## config.mk

```make
export PLATFORM = sky130hd
export DESIGN_NAME = modbus_rtu_reply_checker_core
export DESIGN_NICKNAME = d
export VERILOG_FILES = /design/src/rtl/mbrc_pkg.sv /design/src/rtl/mbrc_frame_tracker.sv /design/src/rtl/modbus_rtu_reply_checker_core.sv
export SDC_FILE = /design/constraint.sdc
export NUM_CORES = 1
export LEC_CHECK = 0
export BUFFER_PORTS_ARGS = -buffer_cell sky130_fd_sc_hd__buf_2
export CAP_MARGIN = 10
export CORE_AREA = 2 2 121 123
export CTS_CLUSTER_DIAMETER = 150
export DETAILED_ROUTE_END_ITERATION = 12
export DIE_AREA = 0 0 123 125
export PLACE_DENSITY = 0.65
export SYNTH_ARGS = -nofsm -noshare
export SYNTH_HDL_FRONTEND = slang
export SYNTH_SLANG_ARGS = --single-unit
```

## constraint.sdc

```tcl
create_clock -name clk_i -period 7.08 [get_ports clk_i]
set_input_delay 1.416 -clock clk_i [delete_from_list [all_inputs] [get_ports clk_i]]
set_output_delay 1.416 -clock clk_i [all_outputs]
set_load 0.1 [all_outputs]
```

## src/rtl/mbrc_pkg.sv

```systemverilog
// ----------------------------------------------------------------------------
// Modbus RTU reply checker package
// Shared constants, status codes, frame summary type and the CRC-16 byte step.
// ----------------------------------------------------------------------------
`default_nettype none

package mbrc_pkg;

  localparam int unsigned DefMaxFrame = 260;
  localparam int unsigned MinFrame    = 5;

  localparam logic [15:0] CrcInit = 16'hFFFF;
  localparam logic [15:0] CrcPoly = 16'hA001;

  localparam int unsigned ByteW    = 8;
  localparam int unsigned CfgDataW = 9;
  localparam int unsigned CfgIdxW  = 1;
  localparam int unsigned PduLenW  = 9;

  localparam logic [CfgIdxW-1:0] CfgSlaveAddr = 1'b0;
  localparam logic [CfgIdxW-1:0] CfgPduCap    = 1'b1;

  localparam logic [7:0]         SlaveAddrRst = 8'd1;
  localparam logic [PduLenW-1:0] PduCapRst    = 9'd256;

  typedef enum logic [2:0] {
    StatusOk        = 3'd0,
    StatusShort     = 3'd1,
    StatusBadCrc    = 3'd2,
    StatusWrongAddr = 3'd3,
    StatusTooLong   = 3'd4,
    StatusException = 3'd5
  } mbrc_status_e;

  typedef struct packed {
    logic       crc_ok;
    logic [7:0] first_byte;
    logic [7:0] second_byte;
    logic [7:0] third_byte;
  } frame_info_t;

  function automatic logic [15:0] crc16_byte(input logic [15:0] crc, input logic [7:0] b);
    logic [15:0] c;
    c = crc ^ {8'h00, b};
    for (int k = 0; k < 8; k++) begin
      if (c[0]) begin
        c = (c >> 1) ^ CrcPoly;
      end else begin
        c = c >> 1;
      end
    end
    return c;
  endfunction

endpackage

`default_nettype wire

```

## src/rtl/mbrc_frame_tracker.sv

```systemverilog
// ----------------------------------------------------------------------------
// Modbus RTU reply checker frame tracker
// Holds the running CRC, the byte count and the first three bytes of the frame
// and presents the frame summary that includes the word now being accepted.
// ----------------------------------------------------------------------------
`default_nettype none

module mbrc_frame_tracker import mbrc_pkg::*; #(
  parameter int unsigned MaxFrame = DefMaxFrame,
  parameter int unsigned CountW   = $clog2(MaxFrame + 1)
) (
  input  wire logic              clk_i,
  input  wire logic              rst_ni,
  input  wire logic              accept_i,
  input  wire logic [7:0]        byte_i,
  input  wire logic              last_i,
  output frame_info_t            info_o,
  output logic      [CountW-1:0] count_o
);

  logic [15:0]       crc_q, crc_d;
  logic [CountW-1:0] count_q, count_d;
  logic [7:0]        first_q, first_d;
  logic [7:0]        second_q, second_d;
  logic [7:0]        third_q, third_d;

  always_comb begin
    crc_d    = crc_q;
    count_d  = count_q;
    first_d  = first_q;
    second_d = second_q;
    third_d  = third_q;
    if (count_q < CountW'(MaxFrame)) begin
      crc_d   = crc16_byte(crc_q, byte_i);
      count_d = count_q + CountW'(1);
      if (count_q == CountW'(0)) begin
        first_d = byte_i;
      end else if (count_q == CountW'(1)) begin
        second_d = byte_i;
      end else if (count_q == CountW'(2)) begin
        third_d = byte_i;
      end
    end
  end

  assign info_o.crc_ok      = (crc_d == 16'h0000);
  assign info_o.first_byte  = first_d;
  assign info_o.second_byte = second_d;
  assign info_o.third_byte  = third_d;
  assign count_o            = count_d;

  always_ff @(posedge clk_i or negedge rst_ni) begin
    if (!rst_ni) begin
      crc_q    <= CrcInit;
      count_q  <= '0;
      first_q  <= '0;
      second_q <= '0;
      third_q  <= '0;
    end else if (accept_i) begin
      if (last_i) begin
        crc_q    <= CrcInit;
        count_q  <= '0;
        first_q  <= '0;
        second_q <= '0;
        third_q  <= '0;
      end else begin
        crc_q    <= crc_d;
        count_q  <= count_d;
        first_q  <= first_d;
        second_q <= second_d;
        third_q  <= third_d;
      end
    end
  end

`ifndef SYNTH
  // The count saturates at the frame limit.
  a_count_max: assert property (@(posedge clk_i) disable iff (!rst_ni)
    count_q <= CountW'(MaxFrame))
    else $error("byte count above frame limit");

  // A frame end returns the tracker to its empty state.
  a_frame_clear: assert property (@(posedge clk_i) disable iff (!rst_ni)
    (accept_i && last_i) |=> (count_q == '0 && crc_q == CrcInit))
    else $error("frame state not cleared after last word");
`endif

endmodule

`default_nettype wire

```

## src/rtl/modbus_rtu_reply_checker_core.sv

```systemverilog
// The registered result appears on the master side in the cycle after the
// last word of a frame is accepted. Throughput: one word per cycle, set by the
// single byte-wide CRC step; a waiting result stalls input only while it is not
// taken. Reset clears the frame state, the result valid and the registers to
// their defaults (slave address 1, PDU capacity 256).
// ----------------------------------------------------------------------------
// Modbus RTU reply checker core
// Checks a received reply frame word by word and reports one status per frame.
// ----------------------------------------------------------------------------
`default_nettype none

module modbus_rtu_reply_checker_core import mbrc_pkg::*; #(
  parameter int unsigned MaxFrame = DefMaxFrame
) (
  input  wire logic                clk_i,
  input  wire logic                rst_ni,
  // Configuration write port.
  input  wire logic                cfg_we_i,
  input  wire logic [CfgIdxW-1:0]  cfg_idx_i,
  input  wire logic [CfgDataW-1:0] cfg_wdata_i,
  // Slave side.
  input  wire logic                s_axis_tvalid,
  output logic                     s_axis_tready,
  input  wire logic [7:0]          s_axis_tdata,   // [7:0] data_byte
  input  wire logic                s_axis_tlast,
  // Master side.
  output logic                     m_axis_tvalid,
  input  wire logic                m_axis_tready,
  output logic [31:0]              m_axis_tdata    // [2:0] status, [10:3] function_code,
                                                   // [18:11] exception_code,
                                                   // [27:19] pdu_length, [31:28] zero
);

  localparam int unsigned CountW = $clog2(MaxFrame + 1);
  localparam int unsigned PlenW  = (CountW > PduLenW) ? CountW : PduLenW;

  logic [7:0]         slave_addr_q;
  logic [PduLenW-1:0] pdu_cap_q;

  always_ff @(posedge clk_i or negedge rst_ni) begin
    if (!rst_ni) begin
      slave_addr_q <= SlaveAddrRst;
      pdu_cap_q    <= PduCapRst;
    end else if (cfg_we_i) begin
      case (cfg_idx_i)
        CfgSlaveAddr: slave_addr_q <= cfg_wdata_i[7:0];
        CfgPduCap:    pdu_cap_q    <= cfg_wdata_i;
        default:      ;
      endcase
    end
  end

  logic        s_acc;
  logic        out_valid_q;
  frame_info_t info;
  logic [CountW-1:0] count;

  assign s_axis_tready = !out_valid_q || m_axis_tready;
  assign s_acc         = s_axis_tvalid && s_axis_tready;

  mbrc_frame_tracker #(
    .MaxFrame (MaxFrame),
    .CountW   (CountW)
  ) u_tracker (
    .clk_i    (clk_i),
    .rst_ni   (rst_ni),
    .accept_i (s_acc),
    .byte_i   (s_axis_tdata),
    .last_i   (s_axis_tlast),
    .info_o   (info),
    .count_o  (count)
  );

  logic [PlenW-1:0]   plen;
  logic [PduLenW-1:0] plen_sat;
  mbrc_status_e       status_d;
  logic [7:0]         exc_d;

  always_comb begin
    plen = (count >= CountW'(3)) ? (PlenW'(count) - PlenW'(3)) : '0;
    plen_sat = (plen > PlenW'(511)) ? PduLenW'(511) : plen[PduLenW-1:0];
    exc_d = 8'h00;
    if (count < CountW'(MinFrame)) begin
      status_d = StatusShort;
    end else if (!info.crc_ok) begin
      status_d = StatusBadCrc;
    end else if (info.first_byte != slave_addr_q) begin
      status_d = StatusWrongAddr;
    end else if (plen > PlenW'(pdu_cap_q)) begin
      status_d = StatusTooLong;
    end else if (info.second_byte[7]) begin
      status_d = StatusException;
      exc_d    = info.third_byte;
    end else begin
      status_d = StatusOk;
    end
  end

  mbrc_status_e       status_q;
  logic [7:0]         func_q;
  logic [7:0]         exc_q;
  logic [PduLenW-1:0] plen_q;

  always_ff @(posedge clk_i or negedge rst_ni) begin
    if (!rst_ni) begin
      out_valid_q <= 1'b0;
    end else if (s_acc && s_axis_tlast) begin
      out_valid_q <= 1'b1;
    end else if (m_axis_tready) begin
      out_valid_q <= 1'b0;
    end
  end

  always_ff @(posedge clk_i) begin
    if (s_acc && s_axis_tlast) begin
      status_q <= status_d;
      func_q   <= info.second_byte;
      exc_q    <= exc_d;
      plen_q   <= plen_sat;
    end
  end

  assign m_axis_tvalid = out_valid_q;
  assign m_axis_tdata  = {4'b0000, plen_q, exc_q, func_q, status_q};

`ifndef SYNTH
  a_ready_only_when_blocked: assert property (@(posedge clk_i) disable iff (!rst_ni)
    !s_axis_tready |-> m_axis_tvalid)
    else $error("input stalled without a pending result");

  a_last_gives_result: assert property (@(posedge clk_i) disable iff (!rst_ni)
    (s_acc && s_axis_tlast) |=> m_axis_tvalid)
    else $error("no result after last word");

  a_no_spurious_result: assert property (@(posedge clk_i) disable iff (!rst_ni)
    (s_acc && !s_axis_tlast && (!m_axis_tvalid || m_axis_tready)) |=> !m_axis_tvalid)
    else $error("result without a last word");

  a_exc_only_on_exception: assert property (@(posedge clk_i) disable iff (!rst_ni)
    (m_axis_tvalid && status_q != StatusException) |-> (exc_q == 8'h00))
    else $error("exception code set without exception status");
`endif

endmodule

`default_nettype wire
```

**Word level (Yosys, flattened, before mapping)**

Index checks and enable logic that the tools add are counted.

- Add/sub/neg operators: 2
- Mux-type cells: 38
- Magnitude comparators: 5
- Reduce and logical (&&, ||, !) cells: 11
- Bitwise operators: 12
- Equality and inequality tests: 3

Operator list:

| operator | number |
|---|---|
| $mux W16 | 17 |
| $mux W8 | 12 |
| $mux W9 | 3 |
| $not A2 Y3 | 8 |
| $logic_not A16 Y1 | 1 |
| $xor A16 B8 Y16 | 1 |
| $add A9 B1 Y9 const B | 1 |
| $eq A9 B1 Y1 const B | 1 |
| $eq A9 B2 Y1 const B | 1 |
| $ge A9 B2 Y1 const B | 1 |
| $gt A9 B9 Y1 | 1 |
| $gt A9 B9 Y1 const B | 1 |
| $logic_not A9 Y1 | 1 |
| $lt A9 B3 Y1 const B | 1 |
| $lt A9 B9 Y1 const B | 1 |
| $sub A9 B2 Y9 const B | 1 |
| $ne A8 B8 Y1 | 1 |
| $mux W3 | 2 |
| $reduce_or A5 Y1 | 1 |
| $mux W2 | 2 |
| $reduce_and A2 Y1 | 2 |
| $not A1 Y1 | 3 |
| $reduce_or A3 Y1 | 1 |
| $logic_and A1 B1 Y1 | 2 |
| 4 further kinds | 5 |

- Input bits: 24
- Word-level logic and storage cells: 84
- Output and inout bits: 34
- Flip-flop bits (word level): 95

**Longest topological paths before layout**

Gate-level depths: netlist of run 1.

- Word-level depth: 28
- Depth in mapped cells: 22
- Depth with buffers taken out: 18

**Cells and area by module**

From an unflattened synthesis of run 1, not the netlist that was laid out.

- Cell total of the unflattened synthesis: 462
- Area, all modules: 5,281.3 sq um

Modules (own cells, without submodules):

| module | instances | sequential area each (sq um) | cells an instance | area each (sq um) |
|---|---|---|---|---|
| mbrc_frame_tracker | 1 | 1,246.2 | 280 | 2,984.1 |
| modbus_rtu_reply_checker_core | 1 | 1,293.7 | 182 | 2,297.2 |

**Least setup slack after synthesis of run 1**

Ideal clock, no wire load.

- Kind: reg-to-reg
- From: reg u_tracker.count_q[5]
- To: reg exc_q[1], data pin
- Buffers on the path: 4
- Setup slack: 1,961 ps
- Required time: 6,929 ps
- Library setup time: 151 ps
- Arrival: 4,968 ps
- Clock period less this slack: 5,119 ps
- Cell stages (with the launch flop): 21
- Cell sequence: dfrtp_1 clkbuf_1 nor4_1 nand2_1 nand2_1 clkbuf_1 buf_1 o21ai_0 ha_1 or3_1 nor3_1 nor2b_1 ha_1 nand2b_1 a31oi_1 or4_1 a311oi_1 o31ai_1 o32a_1 buf_6 nor3_4

- Longest elaborated chain between the ends: 6
- Elaborated cells on any way between the ends: 26
- Those cells by class: add/sub: 2; order compare: 4; eq/ne: 3; mux: 12; bitwise: 2; reduce/logical: 3

Ends and longest elaborated chain:

| item | line | source |
|---|---|---|
| start: declaration | mbrc_frame_tracker.sv:22 | `logic [CountW-1:0] count_q, count_d;` |
| start signal: assignment | mbrc_frame_tracker.sv:68 | `count_q <= count_d;` |
| $lt A9 B9 Y1 or $add A9 B1 Y9 (tied branches) | mbrc_frame_tracker.sv:33, mbrc_frame_tracker.sv:35 |  |
| $mux W9 * | mbrc_frame_tracker.sv:33 | `if (count_q < CountW'(MaxFrame)) begin` |
| $sub A9 B2 Y9 or $ge A9 B2 Y1 (tied branches) | modbus_rtu_reply_checker_core.sv:80 | `plen = (count >= CountW'(3)) ? (PlenW'(count) - PlenW'(3)) : '0;` |
| $mux W9 * | modbus_rtu_reply_checker_core.sv:80 |  |
| net plen[1] | modbus_rtu_reply_checker_core.sv:74 | `logic [PlenW-1:0] plen;` |
| $gt A9 B9 Y1 * | modbus_rtu_reply_checker_core.sv:89 | `end else if (plen > PlenW'(pdu_cap_q)) begin` |
| $reduce_or A5 Y1 (no line) * | - |  |
| end signal: assignment | modbus_rtu_reply_checker_core.sv:118 | `exc_q <= exc_d;` |
| end: declaration | modbus_rtu_reply_checker_core.sv:101 | `logic [7:0] exc_q;` |

Mark *: on every way through the listed nets, which the timed path passes. The rest lies on a longest branch.
A chain may end at the register's enable or synchronous reset.

**Worst setup path in the final report of run 1**

- From: reg u_tracker.count_q[5]
- To: reg exc_q[0], data pin

- Longest elaborated chain between the ends: 6
- Elaborated cells on any way between the ends: 26
- Those cells by class: add/sub: 2; order compare: 4; eq/ne: 3; mux: 12; bitwise: 2; reduce/logical: 3

Ends and longest elaborated chain:

| item | line |
|---|---|
| $add A9 B1 Y9 or $lt A9 B9 Y1 (tied branches) | mbrc_frame_tracker.sv:35, mbrc_frame_tracker.sv:33 |
| $mux W9 * | mbrc_frame_tracker.sv:33 |
| $sub A9 B2 Y9 or $ge A9 B2 Y1 (tied branches) | modbus_rtu_reply_checker_core.sv:80 |
| $mux W9 * | modbus_rtu_reply_checker_core.sv:80 |
| net plen[7] | modbus_rtu_reply_checker_core.sv:74 |
| $gt A9 B9 Y1 * | modbus_rtu_reply_checker_core.sv:89 |
| $reduce_or A5 Y1 (no line) * | - |

Marked as above.

==> results of run 1 <==
## power groups by stage
stage	registers [mW]	clock network (mW)	logic (mW)
2_1_floorplan	0.834	0	0.491
3_3_place_gp	0.759	0	0.698
3_5_place_dp	0.763	0	0.711
4_1_cts	0.753	0.526	0.715
5_1_grt	0.766	0.545	0.790
6_report	0.756	0.516	0.719
## layout make-up
cell class,instances,area (sq um),area share (%)
repair buffers,58,322.8,5.208
well taps,184,230.2,3.714
clock inverters,5,61.31,0.9891
inverters,24,90.09,1.453
clock buffers,11,254.0,4.098
multi-input cells,376,2700,43.56
flip-flops and latches,95,2540,40.98
## layout by cell type, fill, tap and decap left out, types with 4 or more instances in the layout
cell type and n:
nor3_1 12, dfrtp_1 49, o22a_1 22, edfxtp_1 28, mux2i_1 10, xor2_1 11, a22oi_1 11, and3_1 7
buf_4 4, xnor2_1 27, nor4_1 6, buf_2 53, clkbuf_16 10, inv_1 24, o22ai_1 7, a21oi_1 10
mux2_2 18, conb_1 4, a22o_1 16, nand2_1 41, o21ai_0 30, dfstp_2 18, nand3_1 9, o31ai_1 6
a31oi_1 11, ha_1 12, nor3_2 7, a21o_1 4, nand2b_1 7, nor2b_1 7, nor2_1 30
## metal layers
layer / track usage [%] / wire length [um] / vias up
li1: - / - / 2014
met1: 24.52 / 6027 / 2113
met2: 28.96 / 6399 / 127
met3: 2.099 / 669 / 23
met4: 6.952 / 297 / 0
met5: 0 / 0 / -
## metrics by stage
step	setup slack [ps]	instances	hold slack, ps	utilization, %
after CTS	1475	752	494.5	43.45
after detailed placement	1615	736	479.1	41.23
final	1455	753	499.3	43.64
after global placement	1732	736	464.3	41.23
after floorplan	1961	532	449.6	-
after global routing	895.3	753	530.1	43.64
## critical path, stage by stage, from the launching register on
cell and delay, ps:
dfrtp_1 500, nor4_1 480, nand2_1 130, nand2_1 90
buf_4 270, o21ai_0 180, ha_1 310, or3_1 480
nor3_1 720, nor2_1 120, ha_1 330, and4_1 240
nand3_1 140, nor3_1 190, a22oi_1 110, o31ai_1 310
o32a_1 650, nor3_2 90
## worst paths after layout
path	from	slack (ps)	to	cells past startpoint
max reg2reg	u_tracker.count_q[5]	1460	exc_q[0]	17
min	u_tracker.second_q[7]	500	u_tracker.second_q[7]	2
min reg2reg	u_tracker.second_q[7]	500	u_tracker.second_q[7]	2
max in group asynchronous	rst_ni	5250	u_tracker.second_q[1]	2
max	u_tracker.count_q[5]	1460	exc_q[0]	17
min in group asynchronous	rst_ni	1260	u_tracker.count_q[0]	2
## state kept, by name, indices dropped and copies added (netlist names)
signal and cells:
u_tracker.first_q 8, u_tracker.second_q 8, exc_q 8, pdu_cap_q 9, func_q 8, slave_addr_q 8, u_tracker.crc_q 16, status_q 3
u_tracker.count_q 9, u_tracker.third_q 8, m_axis_tvalid 1, plen_q 9
## cells by family (layout without fill, tap and decap cells)
kind of cell	count (synthesis)	in the layout	share of synthesized area (%)
AO/OA/AOI/OAI	139	139	18.16
multiplexers	28	28	5.515
flip-flops	95	95	46.26
AND/OR/NAND/NOR	152	152	15.43
buffers and inverters	61	98	4.763
adder cells (fa/ha/maj)	13	13	2.917
other	1	4	0.06830
XOR/XNOR	40	40	6.882
==> impl_metrics.yaml, run 1 <==
status:
  status: "complete, no violations"
detailed_routing:
  wl_per_cell_um: 17.79
  drt-pass1-iter-count: 5
  ant_nets: 0
  drt_first_iter_violations: 384
  vias: 4277
  viasPerCell: 5.680
  drc: 0
  wl_mm: 13.39
synthesis:
  yosysWarnings: 0
  synth_commonest_cells: "49 x dfrtp_1, 41 x nand2_1, 30 x nor2_1, 30 x o21ai_0, 28 x edfxtp_1"
  synth_edf_count: 28
  synth_top_cell_area_share_pct: 22.33
  syn_inst: 529
  yosysTopAreaCell: "dfrtp_1"
  syn-cell-area_sq_um: 5490
  avgSynthCellArea_sq_um: 10.38
  seq_area_frac_synth_pct: 46.26
  synthTopCellsByArea: "dfrtp_1 22%, edfxtp_1 15%, dfstp_2 8.6%, xnor2_1 4.3%, mux2_2 3.7%"
  synth_seq_cells: 95
  synthFlopType: "dfrtp_1"
  synth-async-reset-ratio_pct: 70.53
  synth_cell_type_count: 71
  synth_most_common_cell: "dfrtp_1"
pwr:
  p_sw_share_pct: 36.89
  p_switching_mw: 0.7347
  power_mw: 1.991
  irDropWorstVdd_mv: 0.1342
  power_density_nw_per_um2: 321.3
  p_leak_nw: 2.613
  p_seq_share_pct: 37.9
  internal-power_mw: 1.257
  pwr-share-clk_pct: 25.9
  comb_power_share_pct: 36.1
worst_setup_path:
  cp-start-kind: "flop"
  endpoint_kind: "flop"
  worstPathRequired_ps: 7170
  cp_max_fo: 29
  criticalPathCategory: "reg -> reg"
  worstPathArrival_ps: 5710
floorplan:
  io_pins: 58
  row_count: 44
  die_width_um: 123
  die_area_sq_um: 15380
  die_y_um: 125
  initial_core_util_pct: 38.65
  fp.coreArea_sq_um: 14200
clock_network:
  cts-hold-fix-buffers: 0
  cts.clk_slew.worst_paths_ps: 70
  clk_path_buf_depth: 2
  ctsRootBufferMaster: "clkbuf_16"
  cts_htree_levels: 3
  clk_latency_ps: 360
  ctsResizeCount: 0
  cts_setup_buffers: 0
  cts_num_sinks: 95
  numCtsBuffers: 9
  cts_tree: "yes"
global_routing:
  grt_max_degree: 68
  antenna_found_initial: 0
  first_global_vias: 4148
  grt_overflow: 0
  grt_usage_pct: 17.91
  grt_pass1_wl_mm: 21.63
final_layout:
  area_growth_syn_to_layout_pct: 12.90
  layout.nets: 600
  drive_gt1_share_pct: 22.32
  antennaDiodeCount: 0
  final_area_sq_um: 6198
  nFillCells: 1345
sta:
  tns_ps: 0
  setup_viol: 0
  worst_pin_slew_ps: 1040
  fin_skew_ps: 13.34
  fmax_mhz: 177.8
  slew_headroom_pct: 30.42
  final-hold-violation-count: 0
  period_minus_slack_ps: 5625
  rsz0062_at_grt: "false"
  slew_viol_final: 0
  fin_crit_sh_pct: 79.45
run:
  maxCapViolCount: 0
placed_design:
  dp_hpwl_mm: 9.376
  numPortBuffers: 53
  placed_cell_area_sq_um: 5856
  place_congestion: 0.9257
worst_hold_path:
  hold_class: "reg -> reg"
No activity file was read; power rests on OpenSTA's default activity.
==> run 2: changes to the inputs <==
ABC_AREA = 1   (was not set)
CORE_AREA = 2 2 119 121   (was 2 2 121 123)
DIE_AREA = 0 0 121 123   (was 0 0 123 125)
PLACE_DENSITY = 0.68   (was 0.65)
clock period = 4.8 ns   (was 7.08 ns; I/O delays follow)
==> run 2 against run 1 <==
Net effect:
- via count is 3.9% lower
- critical endpoint is now exc_q[6]
- design area is 2.0% lower
- setup slack worse by 310 ps
- highest routed layer unchanged
- clock skew is 5.4 ps lower
- cell count is 13% higher
- synthesized cell count is 17% higher
- total power is 57% higher
- die area is 3.2% lower
- combinational power is 78% higher
- largest cell class is now sequential cells
==> impl_metrics.yaml, run 2 <==
synthesis:
  synth_seq_cells: 95
  synth_top_cell_area_share_pct: 22.89
  synth_edf_count: 28
  seq_area_frac_synth_pct: 47.42
  syn_inst: 621
  avgSynthCellArea_sq_um: 8.625
  syn-cell-area_sq_um: 5356
  synthFlopType: "dfrtp_1"
  yosysWarnings: 0
  yosysTopAreaCell: "dfrtp_1"
  synth_most_common_cell: "nand2_1"
  synth_cell_type_count: 43
  synth_commonest_cells: "135 x nand2_1, 112 x inv_1, 50 x o21ai_0, 49 x dfrtp_1, 35 x o22ai_1"
  synth-async-reset-ratio_pct: 70.53
  synthTopCellsByArea: "dfrtp_1 23%, edfxtp_1 16%, nand2_1 9.5%, dfstp_2 8.8%, inv_1 7.8%"
clock_network:
  cts.clk_slew.worst_paths_ps: 70
  clk_latency_ps: 350
  cts_setup_buffers: 0
  clk_path_buf_depth: 2
  cts_tree: "yes"
  ctsRootBufferMaster: "clkbuf_16"
  cts_num_sinks: 95
  cts-hold-fix-buffers: 0
  cts_htree_levels: 3
  ctsResizeCount: 0
  numCtsBuffers: 9
global_routing:
  antenna_found_initial: 0
  grt_max_degree: 46
  grt_overflow: 0
  grt_pass1_wl_mm: 19.00
  first_global_vias: 3817
  grt_usage_pct: 16.43
sta:
  slew_headroom_pct: 40.83
  period_minus_slack_ps: 3654
  fin_crit_sh_pct: 76.12
  fin_skew_ps: 7.983
  setup_viol: 0
  slew_viol_final: 0
  rsz0062_at_grt: "false"
  fmax_mhz: 273.7
  tns_ps: 0
  final-hold-violation-count: 0
  whs_ps: 489.7
  worst_pin_slew_ps: 885.4
worst_setup_path:
  cp-start-kind: "flop"
  criticalPathCategory: "reg -> reg"
  endpoint_kind: "flop"
  cp_max_fo: 27
  worstPathArrival_ps: 3760
  worstPathRequired_ps: 4900
floorplan:
  die_area_sq_um: 14880
  io_pins: 58
  die_y_um: 123
  fp.coreArea_sq_um: 13610
  initial_core_util_pct: 39.35
  row_count: 43
  die_width_um: 121
final_layout:
  largest_reg_flops: 16
  final_common_cell: "nand2_1"
  drive_gt1_share_pct: 21.22
  top_register: "u_tracker.crc_q"
  final_cell_mix: "135 x nand2_1, 112 x inv_1, 53 x buf_2"
  fin_cells: 854
  antennaDiodeCount: 0
  layout.nets: 705
  fin_util_pct: 44.62
  area_growth_syn_to_layout_pct: 13.38
detailed_routing:
  viasPerCell: 4.814
  drc: 0
  drt_first_iter_violations: 287
  wl_per_cell_um: 13.60
  ant_nets: 0
  vias: 4111
  wl_mm: 11.62
  drt-pass1-iter-count: 4
status:
  status: "complete, no violations"
placed_design:
  placedCellCount: 838
  numPortBuffers: 53
  dp_hpwl_mm: 8.276
  place_congestion: 0.8506
pwr:
  power_density_nw_per_um2: 513.8
  p_leak_nw: 2.960
  irDropWorstVdd_mv: 0.2261
worst_hold_path:
  hold_class: "reg -> reg"
run:
  maxCapViolCount: 0
run 2: cell count changes after synthesis, moves of 10 or more:
cell | previous run | this run
a22o_1 | 16 | 0
a22oi_1 | 11 | 0
a31oi_1 | 11 | 0
clkbuf_1 | 26 | 11
inv_1 | 24 | 112
mux2_2 | 18 | 8
nand2_1 | 41 | 135
nand3_1 | 9 | 26
nor2_1 | 30 | 17
nor2_2 | 0 | 12
nor3_1 | 12 | 1
o21ai_0 | 30 | 50
o22a_1 | 22 | 0
o22ai_1 | 7 | 35
run 2: cell families after synthesis:
logic type	Yosys count	synth area share, %
xor gates and xnor gates	30	4.905
buffers and inverters	140	10.84
adders and majority gates	12	2.803
other	1	0.07001
AOI/OAI and AO/OA	109	11.66
DFF	95	47.42
and+or+nand+nor	225	20.44
muxes	9	1.869
run 2: through the flow:
stage | cell area [sq um] | power [mW] | worst slack, ps
global placement | 5753 | 2.378 | 1286
finish | 6073 | 3.121 | 1146
global route | 6073 | 3.357 | 806.8
detailed placement | 5753 | 2.387 | 1164
CTS | 6073 | 3.142 | 1140
floorplan | 5368 | 2.154 | 1063
run 2: power breakdown:
group	leakage, nW	switching, mW	internal (mW)
sequential	1.10	0.0783	1.02
combinational	1.70	0.875	0.404
clock	0.159	0.312	0.431
total	2.96	1.27	1.86
run 2: path summary, 6_finish.rpt:
check,from,to,slack [ps],depth (start not counted)
min in group asynchronous,rst_ni,u_tracker.count_q[5],730,1
min,pdu_cap_q[6],pdu_cap_q[6],490,2
min reg2reg,pdu_cap_q[6],pdu_cap_q[6],490,2
max reg2reg,u_tracker.count_q[3],exc_q[6],1150,22
max,u_tracker.count_q[3],exc_q[6],1150,22
max in group asynchronous,rst_ni,pdu_cap_q[8],3110,2
run 2: layer usage:
layer | share of wire, % | GRT usage (%)
met3 | 3.0 | 2.260
met5 | 0 | 0
met1 | 48 | 21.82
met2 | 47 | 26.97
met4 | 2.4 | 7.122
run 2: cell type report:
cell class	count	area, sq um
multi-input cells	389	2250
well taps	180	225.2
repair buffers	58	302.8
fillers	1369	7538
clock buffers	12	289.0
flip-flops and latches	95	2540
inverters	116	435.4
clock inverters	4	31.28
run 2: critical path, stage by stage (launching register included):
cell and delay [ps]:
dfrtp_1 480, nor2_4 170, nand3_4 120, nand2_4 280
inv_2 220, nand2_1 120, nand2_2 100, nor2_4 160
nand4_1 160, o21ai_0 240, a21oi_1 70, ha_1 290
nand2_1 60, inv_1 50, nand3_1 80, nor2_1 110
nand3_1 110, nor2_1 100, a21oi_1 70, nand2_1 80
nand2_2 100, nand3_4 170, nor2_2 50
